<file path="config.mk">
export PLATFORM = sky130hd
export DESIGN_NAME = tick_timebase_alarm_bank_unit
export DESIGN_NICKNAME = d
export VERILOG_FILES = /design/src/design/ttab_pkg.sv /design/src/design/ttab_timebase.sv /design/src/design/ttab_jobs.sv /design/src/design/ttab_alarms.sv /design/src/design/tick_timebase_alarm_bank_unit.sv
export SDC_FILE = /design/constraint.sdc
export NUM_CORES = 2
export LEC_CHECK = 0
export ABC_CLOCK_PERIOD_IN_PS = 7900
export BUFFER_PORTS_ARGS = -buffer_cell sky130_fd_sc_hd__buf_2
export CORE_MARGIN = 5
export CORE_UTILIZATION = 62
export CTS_CLUSTER_DIAMETER = 50
export DETAILED_ROUTE_END_ITERATION = 12
export GPL_TIMING_DRIVEN = 0
export PLACE_DENSITY = 0.89
export SLEW_MARGIN = 0
export SYNTH_ARGS = -nofsm -noshare
export SYNTH_HDL_FRONTEND = slang
export SYNTH_HIERARCHICAL = 1
export SYNTH_SLANG_ARGS = --single-unit
</file>
<file path="constraint.sdc">
create_clock -name clk -period 7.9 [get_ports clk]
set_input_delay 1.58 -clock clk [delete_from_list [all_inputs] [get_ports clk]]
set_output_delay 1.58 -clock clk [all_outputs]
set_load 0.005 [all_outputs]
</file>
<file path="src/design/ttab_pkg.sv">
// Shared types, codes and constants of the tick timebase and alarm bank.
// Used by every module in the design folder; depends on nothing.
package ttab_pkg;

	localparam int NUM_ALARMS = 4;
	localparam int NUM_JOBS   = 4;
	localparam int US_PER_MS  = 1000;
	localparam int MS_PER_S   = 1000;

	localparam int ACTION_W = 3;
	localparam int ID_W     = 3;
	localparam int DUR_W    = 32;
	localparam int STATUS_W = 2;
	localparam int FIRED_W  = 4;
	localparam int SEC_W    = 32;
	localparam int MS_W     = 10;
	localparam int SUB_W    = 11;
	localparam int TICK_W   = 10;
	localparam int DATA_W   = 32;
	localparam int CFG_IW   = 3;
	localparam int ALARM_IW = (NUM_ALARMS > 1) ? $clog2(NUM_ALARMS) : 1;

	localparam int S_TDATA_W = 40;
	localparam int M_TDATA_W = 48;

	typedef enum logic [ACTION_W-1:0] {
		ACT_TICK   = 3'd0,
		ACT_ARM_MS = 3'd1,
		ACT_ARM_S  = 3'd2,
		ACT_CHECK  = 3'd3,
		ACT_CLEAR  = 3'd4
	} action_t;

	typedef enum logic [STATUS_W-1:0] {
		ST_RANG   = 2'd0,
		ST_WAIT   = 2'd1,
		ST_BAD_ID = 2'd2,
		ST_NONE   = 2'd3
	} status_t;

	typedef enum logic [CFG_IW-1:0] {
		REG_TICK_PERIOD = 3'd0,
		REG_JOB_PERIOD0 = 3'd1
	} reg_idx_t;

	// One decoded request, already qualified by the pipeline advancing.
	typedef struct packed {
		logic              tick;
		logic              arm;
		logic              arm_sec;
		logic              check;
		logic              clear;
		logic [ID_W-1:0]   slot_sel;
		logic [DUR_W-1:0]  duration;
	} cmd_t;

	typedef struct packed {
		logic              we;
		logic [CFG_IW-1:0] index;
		logic [DATA_W-1:0] data;
	} cfg_wr_t;

	// Tick periods above one millisecond count as one millisecond.
	function automatic logic [TICK_W-1:0] clamp_step(input logic [TICK_W-1:0] period);
		if (period > TICK_W'(US_PER_MS)) begin
			return TICK_W'(US_PER_MS);
		end
		return period;
	endfunction

endpackage

</file>
<file path="src/design/ttab_timebase.sv">
// Sub-millisecond accumulator, millisecond and seconds counters, and a
// running 32-bit millisecond count. Depends on ttab_pkg.
module ttab_timebase (
	input  logic                          clk,
	input  logic                          arst_n,
	input  ttab_pkg::cmd_t                cmd,
	input  logic [ttab_pkg::TICK_W-1:0]   step,
	output logic [ttab_pkg::SEC_W-1:0]    seconds_next,
	output logic [ttab_pkg::MS_W-1:0]     millis_next,
	output logic [31:0]                   now_ms
);

	logic [ttab_pkg::SUB_W-1:0] sub_q, sub_nx, sub_sum;
	logic [ttab_pkg::MS_W-1:0]  ms_q;
	logic [ttab_pkg::SEC_W-1:0] sec_q;
	logic [31:0]                now_q, now_nx;
	logic                       carry, ms_wrap;

	always_comb begin
		sub_sum = sub_q + ttab_pkg::SUB_W'(step);
		carry   = sub_sum >= ttab_pkg::SUB_W'(ttab_pkg::US_PER_MS);
		ms_wrap = carry && (ms_q == ttab_pkg::MS_W'(ttab_pkg::MS_PER_S - 1));
		sub_nx       = sub_q;
		millis_next  = ms_q;
		seconds_next = sec_q;
		now_nx       = now_q;
		if (cmd.tick) begin
			sub_nx = carry ? sub_sum - ttab_pkg::SUB_W'(ttab_pkg::US_PER_MS) : sub_sum;
			if (ms_wrap) begin
				millis_next  = '0;
				seconds_next = sec_q + 1'b1;
			end else begin
				millis_next = ms_q + ttab_pkg::MS_W'(carry);
			end
			now_nx = now_q + 32'(carry);
		end else if (cmd.clear) begin
			sub_nx       = '0;
			millis_next  = '0;
			seconds_next = '0;
			now_nx       = '0;
		end
	end

	always_ff @(posedge clk or negedge arst_n) begin
		if (!arst_n) begin
			sub_q <= '0;
			ms_q  <= '0;
			sec_q <= '0;
			now_q <= '0;
		end else begin
			sub_q <= sub_nx;
			ms_q  <= millis_next;
			sec_q <= seconds_next;
			now_q <= now_nx;
		end
	end

	// seconds*1000 + millis modulo 2^32, kept as a counter of its own.
	assign now_ms = now_q;

endmodule

</file>
<file path="src/design/ttab_jobs.sv">
// Periodic job slots: period registers, saturating accumulators and the
// fired mask of one tick. Depends on ttab_pkg.
module ttab_jobs (
	input  logic                              clk,
	input  logic                              arst_n,
	input  ttab_pkg::cmd_t                    cmd,
	input  ttab_pkg::cfg_wr_t                 cfg,
	input  logic [ttab_pkg::TICK_W-1:0]       step,
	output logic [ttab_pkg::NUM_JOBS-1:0]     fired
);

	logic [31:0] period_q [ttab_pkg::NUM_JOBS];
	logic [31:0] acc_q    [ttab_pkg::NUM_JOBS];

	for (genvar k = 0; k < ttab_pkg::NUM_JOBS; k++) begin : g_slot
		localparam logic [ttab_pkg::CFG_IW-1:0] SlotIdx =
			ttab_pkg::CFG_IW'(int'(ttab_pkg::REG_JOB_PERIOD0) + k);

		logic [32:0] sum;
		logic [31:0] sat;
		logic        enabled;
		logic        fire;

		always_comb begin
			sum     = {1'b0, acc_q[k]} + 33'(step);
			sat     = sum[32] ? '1 : sum[31:0];
			enabled = period_q[k] != '0;
			fire    = cmd.tick && enabled && (sat >= period_q[k]);
		end

		assign fired[k] = fire;

		always_ff @(posedge clk or negedge arst_n) begin
			if (!arst_n) begin
				period_q[k] <= '0;
				acc_q[k]    <= '0;
			end else if (cfg.we && cfg.index == SlotIdx) begin
				period_q[k] <= cfg.data;
				acc_q[k]    <= '0;
			end else if (cmd.tick && enabled) begin
				acc_q[k] <= fire ? '0 : sat;
			end
		end
	end

endmodule

</file>
<file path="src/design/ttab_alarms.sv">
// One-shot alarm bank: arm by milliseconds or seconds, check and disarm.
// Depends on ttab_pkg; takes the running millisecond count from the timebase.
module ttab_alarms (
	input  logic              clk,
	input  logic              arst_n,
	input  ttab_pkg::cmd_t    cmd,
	input  logic [31:0]       now_ms,
	output ttab_pkg::status_t status
);

	logic                          armed_q [ttab_pkg::NUM_ALARMS];
	logic [31:0]                   len_q   [ttab_pkg::NUM_ALARMS];
	logic [31:0]                   start_q [ttab_pkg::NUM_ALARMS];
	logic [ttab_pkg::ALARM_IW-1:0] idx;
	logic                          bad_id, rang;
	logic [31:0]                   len_sec, elapsed;

	always_comb begin
		bad_id  = {1'b0, cmd.slot_sel} >= (ttab_pkg::ID_W + 1)'(ttab_pkg::NUM_ALARMS);
		idx     = ttab_pkg::ALARM_IW'(cmd.slot_sel);
		len_sec = cmd.duration * 32'(ttab_pkg::MS_PER_S);
		elapsed = now_ms - start_q[idx];
		rang    = armed_q[idx] && (elapsed >= len_q[idx]);
		if (bad_id) begin
			status = ttab_pkg::ST_BAD_ID;
		end else if (rang) begin
			status = ttab_pkg::ST_RANG;
		end else begin
			status = ttab_pkg::ST_WAIT;
		end
	end

	for (genvar a = 0; a < ttab_pkg::NUM_ALARMS; a++) begin : g_alarm
		logic sel;
		assign sel = !bad_id && (idx == ttab_pkg::ALARM_IW'(a));

		always_ff @(posedge clk or negedge arst_n) begin
			if (!arst_n) begin
				armed_q[a] <= 1'b0;
				len_q[a]   <= '0;
				start_q[a] <= '0;
			end else if (cmd.arm && sel) begin
				armed_q[a] <= 1'b1;
				len_q[a]   <= cmd.arm_sec ? len_sec : cmd.duration;
				start_q[a] <= now_ms;
			end else if (cmd.check && sel && rang) begin
				armed_q[a] <= 1'b0;
			end
		end
	end

endmodule

</file>
<file path="src/design/tick_timebase_alarm_bank_unit.sv">
// Tick timebase with one-shot alarms and periodic job slots, top level.
// A request passes through the input register and the result register to the master side.
// Throughput: one request per cycle unless m_tready stalls; all updates run as requests advance.
// Reset (arst_n low) clears all counters, alarms and job slots and sets the tick period to 1000.
// Depends on ttab_pkg, ttab_timebase, ttab_jobs and ttab_alarms.
module tick_timebase_alarm_bank_unit (
	input  logic                               clk,
	input  logic                               arst_n,
	// Request stream.
	input  logic                               s_tvalid,
	output logic                               s_tready,
	input  logic [ttab_pkg::S_TDATA_W-1:0]     s_tdata,  // slot_sel[2:0], duration[34:3], zero fill
	input  logic [ttab_pkg::ACTION_W-1:0]      s_tuser,  // action[2:0]
	// Result stream.
	output logic                               m_tvalid,
	input  logic                               m_tready,
	output logic [ttab_pkg::M_TDATA_W-1:0]     m_tdata,  // alarm_status[1:0], fired_jobs[5:2],
	                                                     // seconds_now[37:6], millis_now[47:38]
	// Register write port.
	input  logic                               cfg_we,
	input  logic [ttab_pkg::CFG_IW-1:0]        cfg_index,
	input  logic [ttab_pkg::DATA_W-1:0]        cfg_data
);

	// Input register stage.
	logic                             valid_s1;
	ttab_pkg::action_t                action_s1;
	logic [ttab_pkg::ID_W-1:0]        id_s1;
	logic [ttab_pkg::DUR_W-1:0]       dur_s1;

	// Result register stage.
	logic                             valid_s2;
	ttab_pkg::status_t                status_s2;
	logic [ttab_pkg::FIRED_W-1:0]     fired_s2;
	logic [ttab_pkg::SEC_W-1:0]       sec_s2;
	logic [ttab_pkg::MS_W-1:0]        ms_s2;

	logic [ttab_pkg::TICK_W-1:0]      tick_period_q;
	logic [ttab_pkg::TICK_W-1:0]      step;
	logic                             advance;
	ttab_pkg::cmd_t                   cmd;
	ttab_pkg::cfg_wr_t                cfg;
	logic [ttab_pkg::SEC_W-1:0]       seconds_next;
	logic [ttab_pkg::MS_W-1:0]        millis_next;
	logic [31:0]                      now_ms;
	logic [ttab_pkg::NUM_JOBS-1:0]    fired;
	ttab_pkg::status_t                alarm_status;

	// The held request moves on whenever the result register is empty or
	// is being drained this cycle, so a waiting result never blocks intake
	// for more than the one request sitting in the input register.
	assign advance  = valid_s1 && (!valid_s2 || m_tready);
	assign s_tready = !valid_s1 || advance;

	always_ff @(posedge clk or negedge arst_n) begin
		if (!arst_n) begin
			valid_s1 <= 1'b0;
		end else if (s_tvalid && s_tready) begin
			valid_s1 <= 1'b1;
		end else if (advance) begin
			valid_s1 <= 1'b0;
		end
	end

	always_ff @(posedge clk) begin
		if (s_tvalid && s_tready) begin
			action_s1 <= ttab_pkg::action_t'(s_tuser);
			id_s1     <= s_tdata[ttab_pkg::ID_W-1:0];
			dur_s1    <= s_tdata[ttab_pkg::ID_W +: ttab_pkg::DUR_W];
		end
	end

	// Decode the held request into one-hot strobes that only fire on the
	// cycle it is processed. Unused action codes decode to nothing.
	always_comb begin
		cmd          = '0;
		cmd.slot_sel = id_s1;
		cmd.duration = dur_s1;
		unique case (action_s1)
			ttab_pkg::ACT_TICK:   cmd.tick  = advance;
			ttab_pkg::ACT_ARM_MS: cmd.arm   = advance;
			ttab_pkg::ACT_ARM_S: begin
				cmd.arm     = advance;
				cmd.arm_sec = 1'b1;
			end
			ttab_pkg::ACT_CHECK:  cmd.check = advance;
			ttab_pkg::ACT_CLEAR:  cmd.clear = advance;
			default: ;
		endcase
	end

	assign cfg.we    = cfg_we;
	assign cfg.index = cfg_index;
	assign cfg.data  = cfg_data;

	always_ff @(posedge clk or negedge arst_n) begin
		if (!arst_n) begin
			tick_period_q <= ttab_pkg::TICK_W'(ttab_pkg::US_PER_MS);
		end else if (cfg_we && cfg_index == ttab_pkg::REG_TICK_PERIOD) begin
			tick_period_q <= cfg_data[ttab_pkg::TICK_W-1:0];
		end
	end

	assign step = ttab_pkg::clamp_step(tick_period_q);

	ttab_timebase u_timebase (
		.clk          (clk),
		.arst_n       (arst_n),
		.cmd          (cmd),
		.step         (step),
		.seconds_next (seconds_next),
		.millis_next  (millis_next),
		.now_ms       (now_ms)
	);

	ttab_jobs u_jobs (
		.clk    (clk),
		.arst_n (arst_n),
		.cmd    (cmd),
		.cfg    (cfg),
		.step   (step),
		.fired  (fired)
	);

	ttab_alarms u_alarms (
		.clk    (clk),
		.arst_n (arst_n),
		.cmd    (cmd),
		.now_ms (now_ms),
		.status (alarm_status)
	);

	// Result register: the status is only meaningful for a check, the
	// fired mask only for a tick (the job unit already gates it).
	always_ff @(posedge clk or negedge arst_n) begin
		if (!arst_n) begin
			valid_s2 <= 1'b0;
		end else if (advance) begin
			valid_s2 <= 1'b1;
		end else if (m_tready) begin
			valid_s2 <= 1'b0;
		end
	end

	always_ff @(posedge clk) begin
		if (advance) begin
			status_s2 <= cmd.check ? alarm_status : ttab_pkg::ST_NONE;
			fired_s2  <= ttab_pkg::FIRED_W'(fired);
			sec_s2    <= seconds_next;
			ms_s2     <= millis_next;
		end
	end

	assign m_tvalid = valid_s2;
	assign m_tdata  = {ms_s2, sec_s2, fired_s2, status_s2};

endmodule
</file>
Word-level counts from Yosys, hierarchy flattened --
Cells that the tools add are included. Widths: inputs -> output; s select.
Storage, ports and cells: bits in registers 699, latch bits 0, bits in writable memories 0, bits in read-only memories 0, input bits 83, word-level logic and storage cells 186, memories kept 0
Cells by class: add/subtract/negate cells 10, $mul 1, div/mod/pow operators 0, magnitude comparators 9, equality and inequality tests 12, shifts and indexed selects 0, multiplexer cells 59, bitwise logic cells 2, reduce and logical (&&, ||, !) cells 58
Operator list (number):
- $mux 32 | 26
- $ge 32x32->1 | 5
- $add 32x10->33 | 4
- $bmux 32 s2 | 2
- $reduce_bool 32->1 | 4
- $mux 10 | 5
- $logic_and 1x1->1 | 33
- $mux 11 | 3
- $add 32x1->32 | 1
- $add 32x1->32 const B | 1
- $mul 32x7->29 const B | 1
- $sub 32x32->32 | 1
- $mux 1 | 22
- $reduce_bool 2->1 | 11
- $eq 3x2->1 const B | 4
- $add 11x10->11 | 1
- $ge 11x10->1 const B | 1
- $sub 11x10->11 const B | 1
- $add 10x1->10 | 1
- $eq 10x10->1 const B | 1
- $gt 10x10->1 const B | 1
- $eq 3x1->1 const B | 2
- $eq 3x3->1 const B | 2
- $ge 3x3->1 const B | 2
- 10 further kinds | 16

Logic depth before layout (Yosys ltp) --
word-level depth 10, depth in mapped cells 25, mapped depth without buffers 22

Cells and area by module --
The synthesis kept the hierarchy.
Modules (own cells, without submodules):
- ttab_alarms | instances 1, cells an instance 1859, area each 17713.2 µm²
- ttab_jobs | instances 1, cells an instance 1973, area each 17276.6 µm²
- ttab_timebase | instances 1, cells an instance 539, area each 4959.8 µm²
- tick_timebase_alarm_bank_unit | instances 1, cells an instance 138, area each 3230.6 µm²

Worst setup path after synthesis --
No wires, ideal clock.
path type flip-flop to flip-flop, start point reg tick_period_q[4] (netlist name), end point reg u_jobs/acc_q[115] (netlist name), data arrival time 5517 ps, data required time 7817 ps, slack 2301 ps, cell stages (with the launch flop) 21, clock period less this slack 5599 ps, cell sequence dfrtp_1 o21a_1 a21boi_0 fa_1 a21o_1 a311oi_1 o31a_1 nor4_4 nand3b_2 buf_2 a21oi_1 ha_1 a21o_1 a21o_1 a21o_1 a2111oi_0 o21ai_1 clkbuf_1 o21ai_0 nand2_1 o21ai_0
On the way: word-level cells in the longest chain between the ends 10
RTL lines:
- start: declaration | line tick_timebase_alarm_bank_unit.sv:38 | logic [ttab_pkg::TICK_W-1:0] tick_period_q;
- start signal: assignment | line tick_timebase_alarm_bank_unit.sv:98 | tick_period_q <= ttab_pkg::TICK_W'(ttab_pkg::US_PER_MS);
- start signal: assignment | line tick_timebase_alarm_bank_unit.sv:100 | tick_period_q <= cfg_data[ttab_pkg::TICK_W-1:0];
- $gt 10x10->1 (*) | line ttab_pkg.sv:65 | if (period > TICK_W'(US_PER_MS)) begin
- $mux 1 (*) | line ttab_pkg.sv:65
- $mux 10 (*) | line ttab_pkg.sv:68 | return period;
- via step (one bit) | line tick_timebase_alarm_bank_unit.sv:39 | logic [ttab_pkg::TICK_W-1:0] step;
- $add 32x10->33 (*) | line ttab_jobs.sv:25 | sum = {1'b0, acc_q[k]} + 33'(step);
- $mux 32 (*) | line ttab_jobs.sv:26 | sat = sum[32] ? '1 : sum[31:0];
- $ge 32x32->1 | line ttab_jobs.sv:28 | fire = cmd.tick && enabled && (sat >= period_q[k]);
- $logic_and 1x1->1 | line ttab_jobs.sv:28
- $mux 32 (*) | line ttab_jobs.sv:41 | acc_q[k] <= fire ? '0 : sat;
- $mux 32 (*) | line ttab_jobs.sv:40 | end else if (cmd.tick && enabled) begin
- $mux 32 (*) | line ttab_jobs.sv:37 | end else if (cfg.we && cfg.index == SlotIdx) begin
- end signal: indexed assignment | line ttab_jobs.sv:41
- end: declaration | line ttab_jobs.sv:13 | logic [31:0] acc_q [ttab_pkg::NUM_JOBS];
Mark *: on every way through the listed nets, which the timed path passes. The rest lies on a longest branch. The select of a mux whose other input is x is not followed. A chain may end at the register's enable or synchronous reset.

Final worst setup path --
start point reg tick_period_q[4] (netlist name), end point reg u_jobs/acc_q[52] (netlist name)
The elaborated chain is that of the path after synthesis.

==> out/qor.csv <==
stage,metric,value,unit
worst_setup_path,worstPathRequired,8.44,ns
die,rows,96,
worst_setup_path,end_kind,register,
timing,relSlewSlack,0.180,
die,io_pins,133,
drt,via_per_inst,6.51,
worst_hold_path,hold_class,register to register,
drt,drt-wirelength-per-cell,21.4,um
timing,tightestPinTransition,1.23,ns
drt,drtIter0Drc,5182,
logic_synthesis,yosys.area.top_type,dfrtp_1,
logic_synthesis,syn_avg_cell_area,9.58,um^2
worst_setup_path,startpoint_type,register,
timing,finalCriticalPeriod,6.93,ns
logic_synthesis,ys_seq_elements,699,
clocking,clockBufferDepth,3,
logic_synthesis,syn-num-nets,4993,
global_routing,track_usage,0.324,
logic_synthesis,synth_cells,4509,
cells_and_area,nets,5217,
drt,wl_met3,14.0,mm
worst_setup_path,r2r_setup_slack,0.97,ns
drt,top_layer,met5,
drt,dr_total_vias,37400,
power,total_power,0.0141,W
drt,dr_wl_met2,55.5,mm
clocking,hold_buffers,0,
die,initial_core_util,0.627,
timing,finalHoldViolCount,0,
logic_synthesis,ys_seq_area_frac,0.415,
clocking,cts_resized,0,
logic_synthesis,synth_cell_types,106,
die,fp.dieW,274,um
timing,setup_viol,0,
worst_setup_path,slowest_delay,0.55,ns
clocking,cts_setup_buffers,0,
logic_synthesis,synth_edf_count,86,
cells_and_area,layout-drive-gt1-share,0.105,
worst_setup_path,path_class,register to register,
placed_design,placed_area,45200,um^2
global_routing,antenna_found_initial,2,
flow_run,cap_viol_max_count,0,
die,fp.dieArea,75000,um^2
worst_setup_path,cp_max_fo,10,
drt,drc_errors,0,
worst_setup_path,cp_data_arrival_time,7.47,ns
power,max-vdd-ir-drop,0.000267,V
cells_and_area,fillers,4639,
drt,first_pass_iters,10,
power,p_leak,22.9,nW
timing,fin_skew,0.0344,ns
power,p_per_area,292,nW/um^2
drt,ant_nets,0,
logic_synthesis,netlist_top_cells_area,"dfrtp_1 (35%), ha_1 (8.8%), nand2_1 (7.9%)",
logic_synthesis,netlist_area,43200,um^2
timing,rsz0062_at_grt,no,
clocking,cts_sinks,699,
clocking,clock_latency,0.65,ns
drt,wirelength,123,mm
timing,final.period_utilization,0.877,
logic_synthesis,yosys_warnings,6,
global_routing,grt_overflow,0,
timing,fmax,0.144,GHz
worst_setup_path,cp_cell_sequence,o21a_1 > a21boi_1 > buf_4 > ha_1 > fa_1 > a21o_1 > nand3_1 > a311o_1 > a311oi_2 > nand3_1 > buf_2 > buf_1 > nand2_1 > ha_1 > a21o_1 > a21o_1 > a221oi_1 > o21ai_0 > a211oi_1 > clkbuf_1 > nand3_1 > o211ai_1,
cells_and_area,syn_to_final_growth,11.7,%
cells_and_area,fin_util,0.701,
worst_setup_path,crit_slowest_cell,clkbuf_1,
placed_design,dp_hpwl,83.3,mm
status,run_status,"complete, no violations",
placed_design,io_buffers,127,
drt,met1Wirelength,46.1,mm
timing,maxSlewViolCount,0,
global_routing,grt_pass1_vias,37000,
logic_synthesis,synth_ff_type,dfrtp_1,
die,die_h,274,um
logic_synthesis,yosysTopAreaCellShare,0.352,
clocking,clkTransAtPathRegs,0.06,ns
clocking,cts_buffers,85,
die,core_area,68800,um^2
cells_and_area,stdcell_area,48200,um^2
logic_synthesis,async_flop_share,0.877,
clocking,cts-root-buf,clkbuf_16,
timing,hold_ws,0.473,ns
global_routing,grt_max_degree,126,
placed_design,place_congestion,0.935,
clocking,tritoncts,built,
global_routing,grt_pass1_wl,195,mm
clocking,h-tree-depth,3,
## through the flow
step	setup TNS (ns)	cells	setup slack [ns]
after floorplan	0	4509	2.30
after global placement	-4423.98	5567	-7.37
after detailed placement	0	5577	1.47
after CTS	0	5736	1.33
after global routing	0	5736	0.751
final	0	5738	0.971
## worst paths after layout
check | endpoint | cells after the start | startpoint
setup / recovery | u_jobs/acc_q[52] | 22 | tick_period_q[4]
hold / removal | u_alarms/start_q[60] | 2 | u_alarms/start_q[60]
setup reg to reg | u_jobs/acc_q[52] | 22 | tick_period_q[4]
hold reg to reg | u_alarms/start_q[60] | 2 | u_alarms/start_q[60]
max in group asynchronous | u_timebase/sec_q[24] | 4 | arst_n
min in group asynchronous | u_jobs/period_q[95] | 1 | arst_n
## cells in the final DEF, fill, tap and decap left out, types with 64 or more instances in the layout
cell type / count
clkbuf_1: 158
a21oi_1: 200
nand2_1: 910
xor2_1: 64
nor2_1: 152
inv_1: 324
mux4_2: 64
ha_1: 304
clkbuf_16: 89
a21o_1: 73
o21ai_0: 364
buf_2: 152
fa_1: 97
edfxtp_1: 86
dfrtp_1: 607
a22o_1: 80
xnor2_1: 96
nand3_1: 128
## cells by family (layout without fill, tap and decap cells)
| kind of cell | Yosys count | after routing | share of synthesized area |
|---|---|---|---|
| AOI/OAI and AO/OA | 984 | 984 | 0.144 |
| xor gates and xnor gates | 162 | 162 | 0.0332 |
| adders and majority gates | 401 | 401 | 0.133 |
| buffers and inverters | 521 | 817 | 0.0471 |
| DFF | 699 | 699 | 0.415 |
| muxes | 180 | 180 | 0.0619 |
| other | 0 | 2 | 0 |
| and+or+nand+nor | 1562 | 1562 | 0.165 |
## layer usage
metal | track usage | up-vias
li1 | - | 16300
met1 | 0.424 | 18000
met2 | 0.500 | 2481
met3 | 0.0881 | 576
met4 | 0.167 | 2
met5 | 0 | -
## cells in the mapped netlist (7+ instances only)
| library cell | number |
|---|---|
| mux2i_1 | 63 |
| or3_1 | 15 |
| inv_1 | 324 |
| nand2_1 | 910 |
| buf_1 | 12 |
| mux2_2 | 50 |
| o221ai_1 | 7 |
| o31ai_1 | 13 |
| o21a_1 | 18 |
| a31oi_1 | 48 |
| edfxtp_1 | 86 |
| o21bai_1 | 10 |
| and4_1 | 19 |
| xor2_1 | 64 |
| dfrtp_1 | 607 |
| o211ai_1 | 17 |
| nor3b_1 | 8 |
| nor2_1 | 152 |
| o2111ai_1 | 7 |
| nor3_1 | 52 |
| a22o_1 | 80 |
| a21oi_1 | 200 |
| xnor2_1 | 96 |
| a21o_1 | 73 |
| or2_2 | 11 |
| nand3_1 | 128 |
| nor2b_1 | 16 |
| fa_1 | 97 |
| buf_2 | 26 |
| o21ai_0 | 364 |
| nor4_1 | 48 |
| nand2b_1 | 23 |
| and2_1 | 19 |
| nand4_1 | 63 |
| ha_1 | 304 |
| and3_1 | 52 |
| nand3b_1 | 9 |
| a211oi_1 | 14 |
| clkbuf_1 | 150 |
| o21ai_1 | 29 |
| mux4_2 | 64 |
## critical path, delay by kind of cell (launching register included)
kind                       cells  cell delay (ns)
adders and majority gates      3             0.76
DFF                            1             0.41
AOI/OAI and AO/OA             11             3.29
buffers and inverters          4             1.47
and+or+nand+nor                4             0.87
## registers in the layout, indices dropped and copies added, names as in the netlist, 2 cells and up
| register | flops |
|---|---|
| action_s1 | 3 |
| status_s2 | 2 |
| dur_s1 | 32 |
| u_timebase/sec_q | 32 |
| ms_s2 | 10 |
| tick_period_q | 10 |
| id_s1 | 3 |
| u_jobs/period_q | 128 |
| u_timebase/ms_q | 10 |
| u_alarms/len_q | 128 |
| fired_s2 | 4 |
| u_timebase/now_ms | 32 |
| u_jobs/acc_q | 128 |
| u_alarms/armed_q | 4 |
| u_timebase/sub_q | 11 |
| sec_s2 | 32 |
| u_alarms/start_q | 128 |
## power by group
part / switching, W / leakage, nW / internal, W
clock network: 0.00163 / 1.49 / 0.00254
registers: 0.000381 / 8.99 / 0.00416
logic: 0.00320 / 12.4 / 0.00217
## layout make-up
cell class / instances / area, um^2 / share of cell area
well taps: 931 / 1160 / 0.0241
repair buffers: 137 / 841 / 0.0174
inverters: 324 / 1220 / 0.0252
clock inverters: 48 / 586 / 0.0121
multi-input cells: 3289 / 23200 / 0.482
plain buffers: 197 / 817 / 0.0169
clock buffers: 111 / 2450 / 0.0508
diodes: 2 / 5.00 / 0.000104
flip-flops and latches: 699 / 17900 / 0.372
No activity file was read; power rests on OpenSTA's default activity.
